[src/lpeg_pkg.sv]
package lpeg_pkg;

  // Field widths of the channels, the speed register and the phases.
  localparam int MODE_W  = 2;
  localparam int INDEX_W = 3;
  localparam int CHAN_W  = 8;
  localparam int COUNT_W = 4;
  localparam int LED_W   = 6;
  localparam int SPEED_W = 8;
  localparam int PHASE_W = 16;

  // Configuration port.
  localparam int APB_AW  = 3;
  localparam int APB_DW  = 32;
  localparam int REG_BIT = 2;
  localparam logic REG_EFFECT = 1'b0;
  localparam logic REG_SPEED  = 1'b1;

  // Request codes.
  typedef enum logic [MODE_W-1:0] {
    MODE_TICK  = 2'd0,
    MODE_WRITE = 2'd1,
    MODE_COUNT = 2'd2
  } mode_e;

  // Effect codes.
  typedef enum logic [1:0] {
    EFF_STATIC  = 2'd0,
    EFF_BREATHE = 2'd1,
    EFF_RUNNER  = 2'd2,
    EFF_SCROLL  = 2'd3
  } effect_e;

  localparam logic [PHASE_W-1:0] BREATHE_STEP = 16'd655;
  localparam logic [PHASE_W-1:0] COLOR_STEP   = 16'd66;
  localparam logic [SPEED_W-1:0] SPEED_RESET  = 8'd128;

  // Commands from the controller and status back from the datapath.
  typedef struct packed {
    logic start;
    logic issue;
    logic pal_wr;
    logic set_cnt;
    logic finish;
  } lpeg_cmd_t;

  typedef struct packed {
    logic adv;
    logic last_pix;
    logic busy;
  } lpeg_sts_t;

  typedef logic [7:0]  lut8_t  [256];
  typedef logic [15:0] lut16_t [256];

  // Exact gamma 2.2: count of k with (2k-1)^5 * 255^6 <= 32 * v^11.
  function automatic lut8_t build_gamma_lut();
    lut8_t lut;
    logic [127:0] rhs;
    logic [127:0] lhs;
    logic [127:0] odd;
    int g;
    logic done;
    g = 0;
    for (int v = 0; v < 256; v++) begin
      rhs = 128'd32;
      for (int i = 0; i < 11; i++) rhs = rhs * 128'(v);
      done = 1'b0;
      while (!done && g < 255) begin
        odd = 128'(2 * (g + 1) - 1);
        lhs = 128'd1;
        for (int i = 0; i < 5; i++) lhs = lhs * odd;
        for (int i = 0; i < 6; i++) lhs = lhs * 128'd255;
        if (lhs <= rhs) g = g + 1;
        else done = 1'b1;
      end
      lut[v] = 8'(g);
    end
    return lut;
  endfunction

  // Q16 sine over the quarter wave, odd Taylor polynomial with Q30 terms.
  function automatic longint quarter_sine(longint j);
    longint t2;
    longint acc;
    t2  = j * j;
    acc = 172272;
    acc = acc * t2 / 4096 - 5026995;
    acc = acc * t2 / 4096 + 85569306;
    acc = acc * t2 / 4096 - 693598675;
    acc = acc * t2 / 4096 + 1686629713;
    acc = acc * j / 64 / 16384;
    if (acc < 0) acc = 0;
    if (acc > 65536) acc = 65536;
    return acc;
  endfunction

  // Breathing level for each of 256 phase steps.
  function automatic lut8_t build_breathe_lut();
    lut8_t lut;
    longint s;
    int q;
    int quad;
    for (int p = 0; p < 256; p++) begin
      q    = p % 64;
      quad = p / 64;
      if (quad % 2 == 1) s = quarter_sine(64 - q);
      else s = quarter_sine(q);
      if (quad >= 2) s = -s;
      lut[p] = 8'((s + 65536) * 255 >> 17);
    end
    return lut;
  endfunction

  // Per-frame phase advance as a function of the speed register.
  function automatic lut16_t build_scroll_lut();
    lut16_t lut;
    for (int s = 0; s < 256; s++) lut[s] = 16'((s * 65536 + 12750) / 25500);
    return lut;
  endfunction

  function automatic lut16_t build_runner_lut();
    lut16_t lut;
    for (int s = 0; s < 256; s++) lut[s] = 16'((s * 32768 + 12750) / 25500);
    return lut;
  endfunction

  localparam lut8_t  GAMMA_LUT   = build_gamma_lut();
  localparam lut8_t  BREATHE_LUT = build_breathe_lut();
  localparam lut16_t SCROLL_LUT  = build_scroll_lut();
  localparam lut16_t RUNNER_LUT  = build_runner_lut();

endpackage

[src/lpeg_if.sv]
// Request channel into the generator.
interface lpeg_in_if import lpeg_pkg::*; ();
  logic               valid;
  logic               ready;
  logic [MODE_W-1:0]  mode;
  logic [INDEX_W-1:0] index;
  logic [CHAN_W-1:0]  red;
  logic [CHAN_W-1:0]  green;
  logic [CHAN_W-1:0]  blue;
  logic [COUNT_W-1:0] count;

  modport source (output valid, mode, index, red, green, blue, count, input ready);
  modport sink (input valid, mode, index, red, green, blue, count, output ready);
endinterface

// Pixel channel out of the generator.
interface lpeg_out_if import lpeg_pkg::*; ();
  logic              valid;
  logic              ready;
  logic [LED_W-1:0]  led_index;
  logic [CHAN_W-1:0] out_red;
  logic [CHAN_W-1:0] out_green;
  logic [CHAN_W-1:0] out_blue;
  logic              last;

  modport source (output valid, led_index, out_red, out_green, out_blue, last, input ready);
  modport sink (input valid, led_index, out_red, out_green, out_blue, last, output ready);
endinterface

[src/lpeg_ctrl.sv]
module lpeg_ctrl import lpeg_pkg::*; (
  input  logic              clk_i,
  input  logic              rst_ni,
  input  logic              in_valid_i,
  input  logic [MODE_W-1:0] mode_i,
  output logic              in_ready_o,
  input  lpeg_sts_t         sts_i,
  output lpeg_cmd_t         cmd_o
);

  typedef enum logic [1:0] {
    ST_IDLE,
    ST_RENDER,
    ST_DRAIN
  } state_e;

  state_e state_q;
  state_e state_d;
  logic   fire;

  // Requests are taken only while no frame is in flight.
  assign in_ready_o = (state_q == ST_IDLE);
  assign fire       = in_valid_i && in_ready_o;

  // Command decode.
  always_comb begin
    cmd_o.start   = fire && (mode_i == MODE_TICK);
    cmd_o.pal_wr  = fire && (mode_i == MODE_WRITE);
    cmd_o.set_cnt = fire && (mode_i == MODE_COUNT);
    cmd_o.issue   = (state_q == ST_RENDER) && sts_i.adv;
    cmd_o.finish  = cmd_o.issue && sts_i.last_pix;
  end

  // Next state.
  always_comb begin
    state_d = state_q;
    unique case (state_q)
      ST_IDLE: begin
        if (cmd_o.start) state_d = ST_RENDER;
      end
      ST_RENDER: begin
        if (cmd_o.finish) state_d = ST_DRAIN;
      end
      ST_DRAIN: begin
        if (!sts_i.busy) state_d = ST_IDLE;
      end
      default: state_d = ST_IDLE;
    endcase
  end

  always_ff @(posedge clk_i or negedge rst_ni) begin
    if (!rst_ni) begin
      state_q <= ST_IDLE;
    end else begin
      state_q <= state_d;
    end
  end

  // The pixel pipeline is empty whenever new requests can be taken.
  a_idle_empty: assert property (@(posedge clk_i) disable iff (!rst_ni)
    state_q == ST_IDLE |-> !sts_i.busy)
    else $error("pixel pipeline busy while idle");

  // A frame only starts rendering after a tick request.
  a_render_entry: assert property (@(posedge clk_i) disable iff (!rst_ni)
    $rose(state_q == ST_RENDER) |-> $past(cmd_o.start))
    else $error("render entered without a tick");

endmodule

[src/lpeg_dp.sv]
module lpeg_dp import lpeg_pkg::*; #(
  parameter int LED_COUNT    = 64,
  parameter int PALETTE_SIZE = 8
) (
  input  logic               clk_i,
  input  logic               rst_ni,
  input  lpeg_cmd_t          cmd_i,
  output lpeg_sts_t          sts_o,
  input  effect_e            effect_i,
  input  logic [SPEED_W-1:0] speed_i,
  input  logic [INDEX_W-1:0] index_i,
  input  logic [CHAN_W-1:0]  red_i,
  input  logic [CHAN_W-1:0]  green_i,
  input  logic [CHAN_W-1:0]  blue_i,
  input  logic [COUNT_W-1:0] count_i,
  output logic               out_valid_o,
  input  logic               out_ready_i,
  output logic [LED_W-1:0]   led_index_o,
  output logic [CHAN_W-1:0]  out_red_o,
  output logic [CHAN_W-1:0]  out_green_o,
  output logic [CHAN_W-1:0]  out_blue_o,
  output logic               last_o
);

  localparam int PW  = $clog2(PALETTE_SIZE);
  localparam int CW  = $clog2(PALETTE_SIZE + 1);
  localparam int LIW = (LED_COUNT > 1) ? $clog2(LED_COUNT) : 1;
  localparam int RW  = $clog2(LED_COUNT) + 1;
  localparam int PRW = PHASE_W + CW;
  localparam logic [16:0]    POS_STEP  = 17'(65536 / LED_COUNT);
  localparam logic [RW-1:0]  POS_REM   = RW'(65536 % LED_COUNT);
  localparam logic [RW-1:0]  REM_LIM   = RW'(LED_COUNT);
  localparam logic [LIW-1:0] LAST_PIX  = LIW'(LED_COUNT - 1);
  localparam logic [23:0]    PAL_WHITE = 24'hFFFFFF;

  // Blend of two channels: ((a<<8) + (b-a)*amt) >> 8.
  function automatic logic [7:0] blend8(logic [7:0] a, logic [7:0] b, logic [7:0] amt);
    logic signed [8:0]  diff;
    logic signed [17:0] acc;
    diff = $signed({1'b0, b}) - $signed({1'b0, a});
    acc  = diff * $signed({1'b0, amt}) + $signed({2'b00, a, 8'h00});
    return acc[15:8];
  endfunction

  // Video scaling: a lit channel never goes fully dark unless the level is zero.
  function automatic logic [7:0] scale8(logic [7:0] c, logic [7:0] lvl);
    logic [15:0] p;
    p = c * lvl;
    return p[15:8] + {7'd0, (c != 8'd0) && (lvl != 8'd0)};
  endfunction

  // State registers.
  logic [CW-1:0]      cnt_q;
  logic [PHASE_W-1:0] breathe_q;
  logic [PHASE_W-1:0] color_q;
  logic [PHASE_W-1:0] runner_q;
  logic [PHASE_W-1:0] scroll_q;
  logic [7:0]         level_q;
  logic [23:0]        pal_mem [PALETTE_SIZE];
  logic [PALETTE_SIZE-1:0] pal_vld_q;

  // Pixel walk.
  logic [LIW-1:0]     pix_q;
  logic [PHASE_W-1:0] pos_q;
  logic [RW-1:0]      rem_q;
  logic [RW-1:0]      rem_sum;

  // Pipeline.
  logic               adv;
  logic               v1_q, v2_q, v3_q, v4_q;
  logic [PRW-1:0]     prod_q;
  logic [LIW-1:0]     idx1_q, idx2_q, idx3_q, idx4_q;
  logic               last1_q, last2_q, last3_q, last4_q;
  logic [23:0]        rd_a_q, rd_b_q;
  logic [7:0]         amt_q;
  logic [23:0]        bl_q;
  logic [23:0]        px_q;

  logic [PHASE_W-1:0] pos_sel;
  logic [CW-1:0]      span;
  logic [PRW-1:0]     prod_d;
  logic [CW-1:0]      i1c, i2c;
  logic [PHASE_W-1:0] frac;
  logic [23:0]        amt_full;
  logic [7:0]         amt_d;
  logic [PW-1:0]      addr_a, addr_b;
  logic               wr_ok;
  logic [PW-1:0]      wr_addr;
  logic [CW-1:0]      wr_cnt;

  assign adv          = !v4_q || out_ready_i;
  assign sts_o.adv      = adv;
  assign sts_o.last_pix = (pix_q == LAST_PIX);
  assign sts_o.busy     = v1_q || v2_q || v3_q || v4_q;

  // Palette write decode.
  assign wr_ok   = int'(index_i) < PALETTE_SIZE;
  assign wr_addr = PW'(index_i);
  assign wr_cnt  = CW'(index_i) + CW'(1);

  // Colour count, palette valid flags and effect phases.
  always_ff @(posedge clk_i or negedge rst_ni) begin
    if (!rst_ni) begin
      cnt_q     <= CW'(1);
      breathe_q <= '0;
      color_q   <= '0;
      runner_q  <= '0;
      scroll_q  <= '0;
      pal_vld_q <= '0;
    end else begin
      if (cmd_i.pal_wr && wr_ok) begin
        pal_vld_q[wr_addr] <= 1'b1;
        if (wr_cnt > cnt_q) cnt_q <= wr_cnt;
      end
      if (cmd_i.set_cnt) begin
        if (count_i == '0) cnt_q <= CW'(1);
        else if (int'(count_i) > PALETTE_SIZE) cnt_q <= CW'(PALETTE_SIZE);
        else cnt_q <= CW'(count_i);
      end
      if (cmd_i.start && effect_i == EFF_SCROLL) begin
        scroll_q <= scroll_q + SCROLL_LUT[speed_i];
      end
      if (cmd_i.finish && effect_i == EFF_BREATHE) begin
        breathe_q <= breathe_q + BREATHE_STEP;
        color_q   <= color_q + COLOR_STEP;
      end
      if (cmd_i.finish && effect_i == EFF_RUNNER) begin
        runner_q <= runner_q + RUNNER_LUT[speed_i];
      end
    end
  end

  // Palette storage, written through the gamma table, and the breathing level.
  always_ff @(posedge clk_i) begin
    if (cmd_i.pal_wr && wr_ok) begin
      pal_mem[wr_addr] <= {GAMMA_LUT[red_i], GAMMA_LUT[green_i], GAMMA_LUT[blue_i]};
    end
    if (cmd_i.start) begin
      level_q <= BREATHE_LUT[breathe_q[15:8]];
    end
  end

  // Pixel position walk: floor(i * 65536 / LED_COUNT) by step and remainder.
  assign rem_sum = rem_q + POS_REM;

  always_ff @(posedge clk_i or negedge rst_ni) begin
    if (!rst_ni) begin
      pix_q <= '0;
      pos_q <= '0;
      rem_q <= '0;
    end else if (cmd_i.start) begin
      pix_q <= '0;
      pos_q <= '0;
      rem_q <= '0;
    end else if (cmd_i.issue) begin
      pix_q <= pix_q + LIW'(1);
      if (rem_sum >= REM_LIM) begin
        rem_q <= rem_sum - REM_LIM;
        pos_q <= pos_q + POS_STEP[15:0] + 16'd1;
      end else begin
        rem_q <= rem_sum;
        pos_q <= pos_q + POS_STEP[15:0];
      end
    end
  end

  // Stage 1: position and span product.
  always_comb begin
    unique case (effect_i)
      EFF_STATIC:  pos_sel = pos_q;
      EFF_BREATHE: pos_sel = color_q;
      EFF_RUNNER:  pos_sel = pos_q + runner_q;
      EFF_SCROLL:  pos_sel = pos_q + scroll_q;
      default:     pos_sel = pos_q;
    endcase
    span   = (effect_i == EFF_SCROLL) ? cnt_q : cnt_q - CW'(1);
    prod_d = PRW'(pos_sel) * PRW'(span);
  end

  // Stage 2: entry indexes and blend amount.
  always_comb begin
    i1c      = prod_q[PRW-1:PHASE_W];
    frac     = prod_q[PHASE_W-1:0];
    amt_full = {frac, 8'h00} - {8'h00, frac};
    amt_d    = amt_full[23:16];
    if (effect_i == EFF_SCROLL) begin
      i2c = (i1c + CW'(1) >= cnt_q) ? '0 : i1c + CW'(1);
    end else begin
      i2c = i1c + CW'(frac != '0);
    end
    if (effect_i == EFF_STATIC) begin
      i1c   = '0;
      i2c   = '0;
      amt_d = '0;
    end
    addr_a = PW'(i1c);
    addr_b = PW'(i2c);
  end

  // Pipeline valid flags.
  always_ff @(posedge clk_i or negedge rst_ni) begin
    if (!rst_ni) begin
      v1_q <= 1'b0;
      v2_q <= 1'b0;
      v3_q <= 1'b0;
      v4_q <= 1'b0;
    end else if (adv) begin
      v1_q <= cmd_i.issue;
      v2_q <= v1_q;
      v3_q <= v2_q;
      v4_q <= v3_q;
    end
  end

  // Pipeline payload, including the registered palette reads.
  always_ff @(posedge clk_i) begin
    if (adv) begin
      prod_q  <= prod_d;
      idx1_q  <= pix_q;
      last1_q <= sts_o.last_pix;

      rd_a_q  <= pal_vld_q[addr_a] ? pal_mem[addr_a] : ((addr_a == '0) ? PAL_WHITE : '0);
      rd_b_q  <= pal_vld_q[addr_b] ? pal_mem[addr_b] : ((addr_b == '0) ? PAL_WHITE : '0);
      amt_q   <= amt_d;
      idx2_q  <= idx1_q;
      last2_q <= last1_q;

      bl_q    <= {blend8(rd_a_q[23:16], rd_b_q[23:16], amt_q),
                  blend8(rd_a_q[15:8],  rd_b_q[15:8],  amt_q),
                  blend8(rd_a_q[7:0],   rd_b_q[7:0],   amt_q)};
      idx3_q  <= idx2_q;
      last3_q <= last2_q;

      if (effect_i == EFF_BREATHE) begin
        px_q <= {scale8(bl_q[23:16], level_q), scale8(bl_q[15:8], level_q),
                 scale8(bl_q[7:0], level_q)};
      end else begin
        px_q <= bl_q;
      end
      idx4_q  <= idx3_q;
      last4_q <= last3_q;
    end
  end

  assign out_valid_o = v4_q;
  assign led_index_o = LED_W'(idx4_q);
  assign out_red_o   = px_q[23:16];
  assign out_green_o = px_q[15:8];
  assign out_blue_o  = px_q[7:0];
  assign last_o      = last4_q;

  // The colour count never leaves its saturated range.
  a_cnt_range: assert property (@(posedge clk_i) disable iff (!rst_ni)
    cnt_q != '0 && int'(cnt_q) <= PALETTE_SIZE)
    else $error("colour count out of range");

  // The last flag marks the final pixel position.
  a_last_pos: assert property (@(posedge clk_i) disable iff (!rst_ni)
    v4_q && last4_q |-> idx4_q == LAST_PIX)
    else $error("last flag on wrong pixel");

  // Pixels are only issued into a moving pipeline.
  a_issue_adv: assert property (@(posedge clk_i) disable iff (!rst_ni)
    cmd_i.issue |-> adv)
    else $error("pixel issued while stalled");

endmodule

[src/led_palette_effect_generator.sv]
// Palette write and colour count requests leave the controller idle, so the
// next request can be taken straight away. A frame tick streams LED_COUNT
// pixels at one per cycle while the sink is ready, through a four-stage pixel
// pipe. The next request is taken once the pipe has drained.
// Reset: palette entry zero white and the rest black, one colour, all phases
// zero, static effect, speed 128.
module led_palette_effect_generator import lpeg_pkg::*; #(
  parameter int LED_COUNT    = 64,
  parameter int PALETTE_SIZE = 8
) (
  input  logic              clk_i,
  input  logic              rst_ni,
  lpeg_in_if.sink           in_if,
  lpeg_out_if.source        out_if,
  input  logic              psel,
  input  logic              penable,
  input  logic              pwrite,
  input  logic [APB_AW-1:0] paddr,
  input  logic [APB_DW-1:0] pwdata,
  output logic [APB_DW-1:0] prdata,
  output logic              pready
);

  effect_e            effect_q;
  logic [SPEED_W-1:0] speed_q;
  logic               reg_wr;
  lpeg_cmd_t          cmd;
  lpeg_sts_t          sts;

  // Configuration registers.
  assign pready = 1'b1;
  assign reg_wr = psel && penable && pwrite;

  always_ff @(posedge clk_i or negedge rst_ni) begin
    if (!rst_ni) begin
      effect_q <= EFF_STATIC;
      speed_q  <= SPEED_RESET;
    end else if (reg_wr) begin
      unique case (paddr[REG_BIT])
        REG_EFFECT: effect_q <= effect_e'(pwdata[1:0]);
        REG_SPEED:  speed_q  <= pwdata[SPEED_W-1:0];
        default:    speed_q  <= speed_q;
      endcase
    end
  end

  // Register readback.
  always_comb begin
    unique case (paddr[REG_BIT])
      REG_EFFECT: prdata = {30'd0, effect_q};
      REG_SPEED:  prdata = {24'd0, speed_q};
      default:    prdata = '0;
    endcase
  end

  lpeg_ctrl u_ctrl (
    .clk_i      (clk_i),
    .rst_ni     (rst_ni),
    .in_valid_i (in_if.valid),
    .mode_i     (in_if.mode),
    .in_ready_o (in_if.ready),
    .sts_i      (sts),
    .cmd_o      (cmd)
  );

  lpeg_dp #(
    .LED_COUNT    (LED_COUNT),
    .PALETTE_SIZE (PALETTE_SIZE)
  ) u_dp (
    .clk_i       (clk_i),
    .rst_ni      (rst_ni),
    .cmd_i       (cmd),
    .sts_o       (sts),
    .effect_i    (effect_q),
    .speed_i     (speed_q),
    .index_i     (in_if.index),
    .red_i       (in_if.red),
    .green_i     (in_if.green),
    .blue_i      (in_if.blue),
    .count_i     (in_if.count),
    .out_valid_o (out_if.valid),
    .out_ready_i (out_if.ready),
    .led_index_o (out_if.led_index),
    .out_red_o   (out_if.out_red),
    .out_green_o (out_if.out_green),
    .out_blue_o  (out_if.out_blue),
    .last_o      (out_if.last)
  );

endmodule
[src/flat_wrapper.sv]
// flat-port wrapper written by rule: the top's interface ports become plain ports
module led_palette_effect_generator_flat import lpeg_pkg::*;
#(
  parameter int LED_COUNT    = 64,
  parameter int PALETTE_SIZE = 8
)
  (clk_i, rst_ni, psel, penable, pwrite, paddr, pwdata, prdata, pready, in_if_valid, in_if_mode, in_if_index, in_if_red, in_if_green, in_if_blue, in_if_count, in_if_ready, out_if_valid, out_if_led_index, out_if_out_red, out_if_out_green, out_if_out_blue, out_if_last, out_if_ready);
  lpeg_in_if in_if_i ();
  lpeg_out_if out_if_i ();
  input  logic clk_i;
  input  logic rst_ni;
  input  logic psel;
  input  logic penable;
  input  logic pwrite;
  input  logic [APB_AW-1:0] paddr;
  input  logic [APB_DW-1:0] pwdata;
  output logic [APB_DW-1:0] prdata;
  output logic pready;
  input wire logic [$bits(in_if_i.valid)-1:0] in_if_valid;
  input wire logic [$bits(in_if_i.mode)-1:0] in_if_mode;
  input wire logic [$bits(in_if_i.index)-1:0] in_if_index;
  input wire logic [$bits(in_if_i.red)-1:0] in_if_red;
  input wire logic [$bits(in_if_i.green)-1:0] in_if_green;
  input wire logic [$bits(in_if_i.blue)-1:0] in_if_blue;
  input wire logic [$bits(in_if_i.count)-1:0] in_if_count;
  output wire logic [$bits(in_if_i.ready)-1:0] in_if_ready;
  output wire logic [$bits(out_if_i.valid)-1:0] out_if_valid;
  output wire logic [$bits(out_if_i.led_index)-1:0] out_if_led_index;
  output wire logic [$bits(out_if_i.out_red)-1:0] out_if_out_red;
  output wire logic [$bits(out_if_i.out_green)-1:0] out_if_out_green;
  output wire logic [$bits(out_if_i.out_blue)-1:0] out_if_out_blue;
  output wire logic [$bits(out_if_i.last)-1:0] out_if_last;
  input wire logic [$bits(out_if_i.ready)-1:0] out_if_ready;
  assign in_if_i.valid = in_if_valid;
  assign in_if_i.mode = in_if_mode;
  assign in_if_i.index = in_if_index;
  assign in_if_i.red = in_if_red;
  assign in_if_i.green = in_if_green;
  assign in_if_i.blue = in_if_blue;
  assign in_if_i.count = in_if_count;
  assign in_if_ready = in_if_i.ready;
  assign out_if_valid = out_if_i.valid;
  assign out_if_led_index = out_if_i.led_index;
  assign out_if_out_red = out_if_i.out_red;
  assign out_if_out_green = out_if_i.out_green;
  assign out_if_out_blue = out_if_i.out_blue;
  assign out_if_last = out_if_i.last;
  assign out_if_i.ready = out_if_ready;
  led_palette_effect_generator #(.LED_COUNT(LED_COUNT), .PALETTE_SIZE(PALETTE_SIZE)) u_core (.clk_i(clk_i), .rst_ni(rst_ni), .in_if(in_if_i), .out_if(out_if_i), .psel(psel), .penable(penable), .pwrite(pwrite), .paddr(paddr), .pwdata(pwdata), .prdata(prdata), .pready(pready));
endmodule
[config.mk]
export PLATFORM = sky130hd
export DESIGN_NAME = led_palette_effect_generator_flat
export DESIGN_NICKNAME = d
export VERILOG_FILES = /design/src/lpeg_pkg.sv /design/src/lpeg_if.sv /design/src/lpeg_ctrl.sv /design/src/lpeg_dp.sv /design/src/led_palette_effect_generator.sv /design/src/flat_wrapper.sv
export SDC_FILE = /design/constraint.sdc
export NUM_CORES = 2
export LEC_CHECK = 0
export BUFFER_PORTS_ARGS = -buffer_cell sky130_fd_sc_hd__buf_4
export CAP_MARGIN = 10
export CORE_MARGIN = 3
export CORE_UTILIZATION = 35
export DETAILED_ROUTE_END_ITERATION = 10
export GPL_TIMING_DRIVEN = 0
export SKIP_LAST_GASP = 1
export SYNTH_ARGS = -nofsm -noshare
export SYNTH_HDL_FRONTEND = slang
export SYNTH_SLANG_ARGS = --single-unit
[constraint.sdc]
create_clock -name clk_i -period 20.1 [get_ports clk_i]
set_input_delay 3.015 -clock clk_i [delete_from_list [all_inputs] [get_ports clk_i]]
set_output_delay 3.015 -clock clk_i [all_outputs]
set_load 0.05 [all_outputs]
==> results.md <==
- Critical Path End Type: flop
- Core outline area: 138,000 sq um
- Area delta synth->final: 10.6%
- Post-route cell area: 53,800 sq um
- Synthesis warning total: 0
- Cell count after synthesis: 5,482
- Number of slew-limit violations in the final report: 0
- First-pass GRT wire length: 239 mm
- Startpoint Class: flop
- Fin. Hold Viols: 0
- Total number of vias: 41,690
- Most common cell on crit path: sky130_fd_sc_hd__fa_1
- Run status: complete, no violations
- Per-cell routed wire length: 20.4 um
- Most common cell after layout, fill and taps aside: sky130_fd_sc_hd__nand2_1
- Slowest stage delay, CP: 780 ps
- Setup Viol. Count Final: 0
- Worst slew margin: 20.9%
- Width of the chip: 379 um
- End point of the worst hold path: u_core.u_dp.idx3_q[0]
- Cell area after technology mapping: 48,600 sq um
- CP Data Arrival Time: 8240 ps
- Time the final worst path needs with I/O delays and setup: 7840 ps
- Slowest-stage cell, CP: sky130_fd_sc_hd__o41ai_1
- Highest fanout seen on the critical path: 8
- GPL Wtd Cong: 0.958
- Number of rows created at floorplan: 136
- Cell at the root of the clock tree: sky130_fd_sc_hd__clkbuf_16
- HPWL reported at the end of detailed placement: 115 mm
- Cells resized by post-CTS repair: 0
- Count of cells along the worst hold path: 0
- Path class of the lowest-slack min-delay path: flop to flop
- DRT iter0 DRCs: 3,697
- FFs w/ async S/R, synth: 24.5%
- Register-to-Register Path Depth: 25
- RR Endpoint: u_core.u_dp.bl_q[23]
- Setup Fix Bufs, Post-CTS: 0
- Count of flip-flops with a built-in enable after synthesis: 352
- Number of antenna violations at the first check in global routing: 5
- Number of buffer cells added on primary ports: 82
- Nets: 6,407
- Least setup slack across all paths after layout: 12,260 ps
- Top flip-flop cell by instance count after synthesis: sky130_fd_sc_hd__edfxtp_1
- Clk buf depth: 3
- Count of unique library cells instantiated by Yosys: 96
- Starting density of the core: 35.3%
- Die Outline Area: 143,000 sq um
- Cell area after placement: 51,900 sq um
- Final standard cell utilization of the core: 39.1%
- Post-route clock skew: 52.5 ps
- Commonest cells after routing, fill and taps aside: 643 x sky130_fd_sc_hd__nand2_1, 547 x sky130_fd_sc_hd__inv_1, 354 x sky130_fd_sc_hd__ha_1
- Top-level port count: 141
- Peak clock frequency supported by timing: 128 MHz
- Vias in the first global route: 41,712
- DRT Pass-1 Iters: 6
- R2R Setup Slk: 12,260 ps
- Die height: 379 um
- Share of final-layout standard cells stronger than drive strength 1: 6.33%
- Launching point of the worst reg2reg path: u_core.u_dp.rd_a_q[16]
- H-tree Lvls: 2
- Category of the most critical setup path: flop to flop
- Max-cap check violation count: 0
- Setup TNS: 0 ps
- Worst-Margin Slew: 1190 ps
- Count of clock tree sinks: 466
- Count of unresolved DRC violations after routing: 0
- Detail Route Antenna Nets: 0
- Final clock period utilization by the worst path: 39.0%
- Post-synthesis register bit count: 466
- Count of hold buffers inserted by post-cts repair: 0
- Setup repair after global routing missed its margin: no
- Clk_lat worst skew: 690 ps
- Sequential cell area fraction in the yosys report: 27.6%
- Global-route congestion overflow total: 0
- Avg Synthesized Cell Area: 8.87 sq um
- Pre-CTS worst setup slack: 12,230 ps
- DRT Wirelength: 153 mm
- Reg clk slew, reported paths: 70 ps
- Overall track demand over capacity in global routing: 21.0%
- CTS tree: done
- Vias per cell: 5.56
- Pin count of the biggest net entering global routing: 71
- Data required, critical path: 20,500 ps
- Origin of the worst min-delay path: u_core.u_dp.idx2_q[0]
- Number of buffers inserted during clock tree synthesis: 55
## final cells by class
type / instances / area, sq um
Multi-Input combinational cell: 4111 / 31800
Antenna cell: 5 / 12.5
Timing Repair Buffer: 94 / 835
Clock inverter: 38 / 478
Sequential cell: 466 / 13400
Tap cell: 1794 / 2240
Fill cell: 13785 / 83900
Inverter: 552 / 2070
Buffer: 376 / 1540
Clock buffer: 65 / 1440
## worst max-delay path by stage
stage                                       from                  endpoint  depth (start not counted)
after floorplan                     out_if_ready  u_core.u_dp.runner_q[12]                         10
after global placement              out_if_ready   u_core.u_dp.color_q[15]                         11
after detailed placement  u_core.u_dp.rd_a_q[16]      u_core.u_dp.bl_q[23]                         25
after CTS                 u_core.u_dp.rd_a_q[16]      u_core.u_dp.bl_q[23]                         25
after global routing      u_core.u_dp.rd_a_q[16]      u_core.u_dp.bl_q[23]                         26
final                     u_core.u_dp.rd_a_q[16]      u_core.u_dp.bl_q[23]                         25
## registers in the layout, indices dropped and copies added, names as in the netlist, 15 cells and up
register and flops:
u_core.u_dp.runner_q 16, u_core.u_dp.pos_q 16, u_core.u_dp.color_q 15, u_core.u_dp.bl_q 24
u_core.u_dp.rd_b_q 24, u_core.u_dp.scroll_q 16, u_core.u_dp.breathe_q 16, u_core.u_dp.px_q 24
u_core.u_dp.prod_q 20, u_core.u_dp.pal_mem 192, u_core.u_dp.rd_a_q 24
## synthesized netlist by cell type, drive strengths merged (16+ instances only)
library cell  instances  share of area, %
buf                  91              0.96
o22ai                38              0.49
mux2i               193               4.0
and3                 20              0.26
or2                  21              0.27
o31ai                16              0.26
nand4                24              0.31
dfrtp               112               5.8
o21bai               18              0.28
fa                  322                13
o211ai               62              0.96
nor3b                37              0.57
a221oi               35              0.63
ha                  354               9.1
o21ai               336               3.5
clkbuf              285               2.2
nor3                 64              0.67
mux2                 65               1.5
nor2b                77              0.99
a31oi                38              0.49
a311oi               47              0.88
nor2                358               2.8
nand3                92              0.95
nand2b               62              0.80
nor4                 18              0.23
edfxtp              352                22
a21oi               317               3.3
and2                208               2.7
a211oi              114               1.8
inv                 547               4.2
xnor2               143               2.6
o21a                 28              0.43
a21o                 69               1.1
nand2               643               5.0
xor2                 78               1.4
## routing by layer
layer	up-vias	GRT usage [%]	share of wire (%)
li1	19241	-	-
met1	20369	28.0	43
met2	1734	34.5	46
met3	346	2.94	6.8
met4	0	8.02	3.7
met5	-	0	0
## logic make-up (layout without fill, tap and decap cells)
family | Yosys count | in the layout | share of synthesized area, %
AND/OR/NAND/NOR | 1663 | 1663 | 16.1
XOR/XNOR | 223 | 223 | 4.07
other | 2 | 30 | 0.0154
multiplexers | 267 | 267 | 5.89
AO/OA/AOI/OAI | 1255 | 1255 | 16.5
buffers and inverters | 928 | 1125 | 7.42
adder cells (fa/ha/maj) | 678 | 678 | 22.4
flip-flops | 466 | 466 | 27.6
## critical path: cells and delay by family (launching register included)
kind            cells  cell delay [ps]
fa+ha+maj           8             3640
flops               1              500
xor+xnor            1              320
simple gates        4              720
compound gates      8             2080
buf+inv             4              320
## stage by stage
step / hold slack, ps / instances
after floorplan: 400 / 5505
after global placement: 409 / 7381
after detailed placement: 407 / 7392
after CTS: 422 / 7495
after global routing: 424 / 7501
final: 421 / 7501
Power is left out: the tool's default activity adds up to more than one toggle a clock period on the data nets, which glitch-free logic cannot reach.
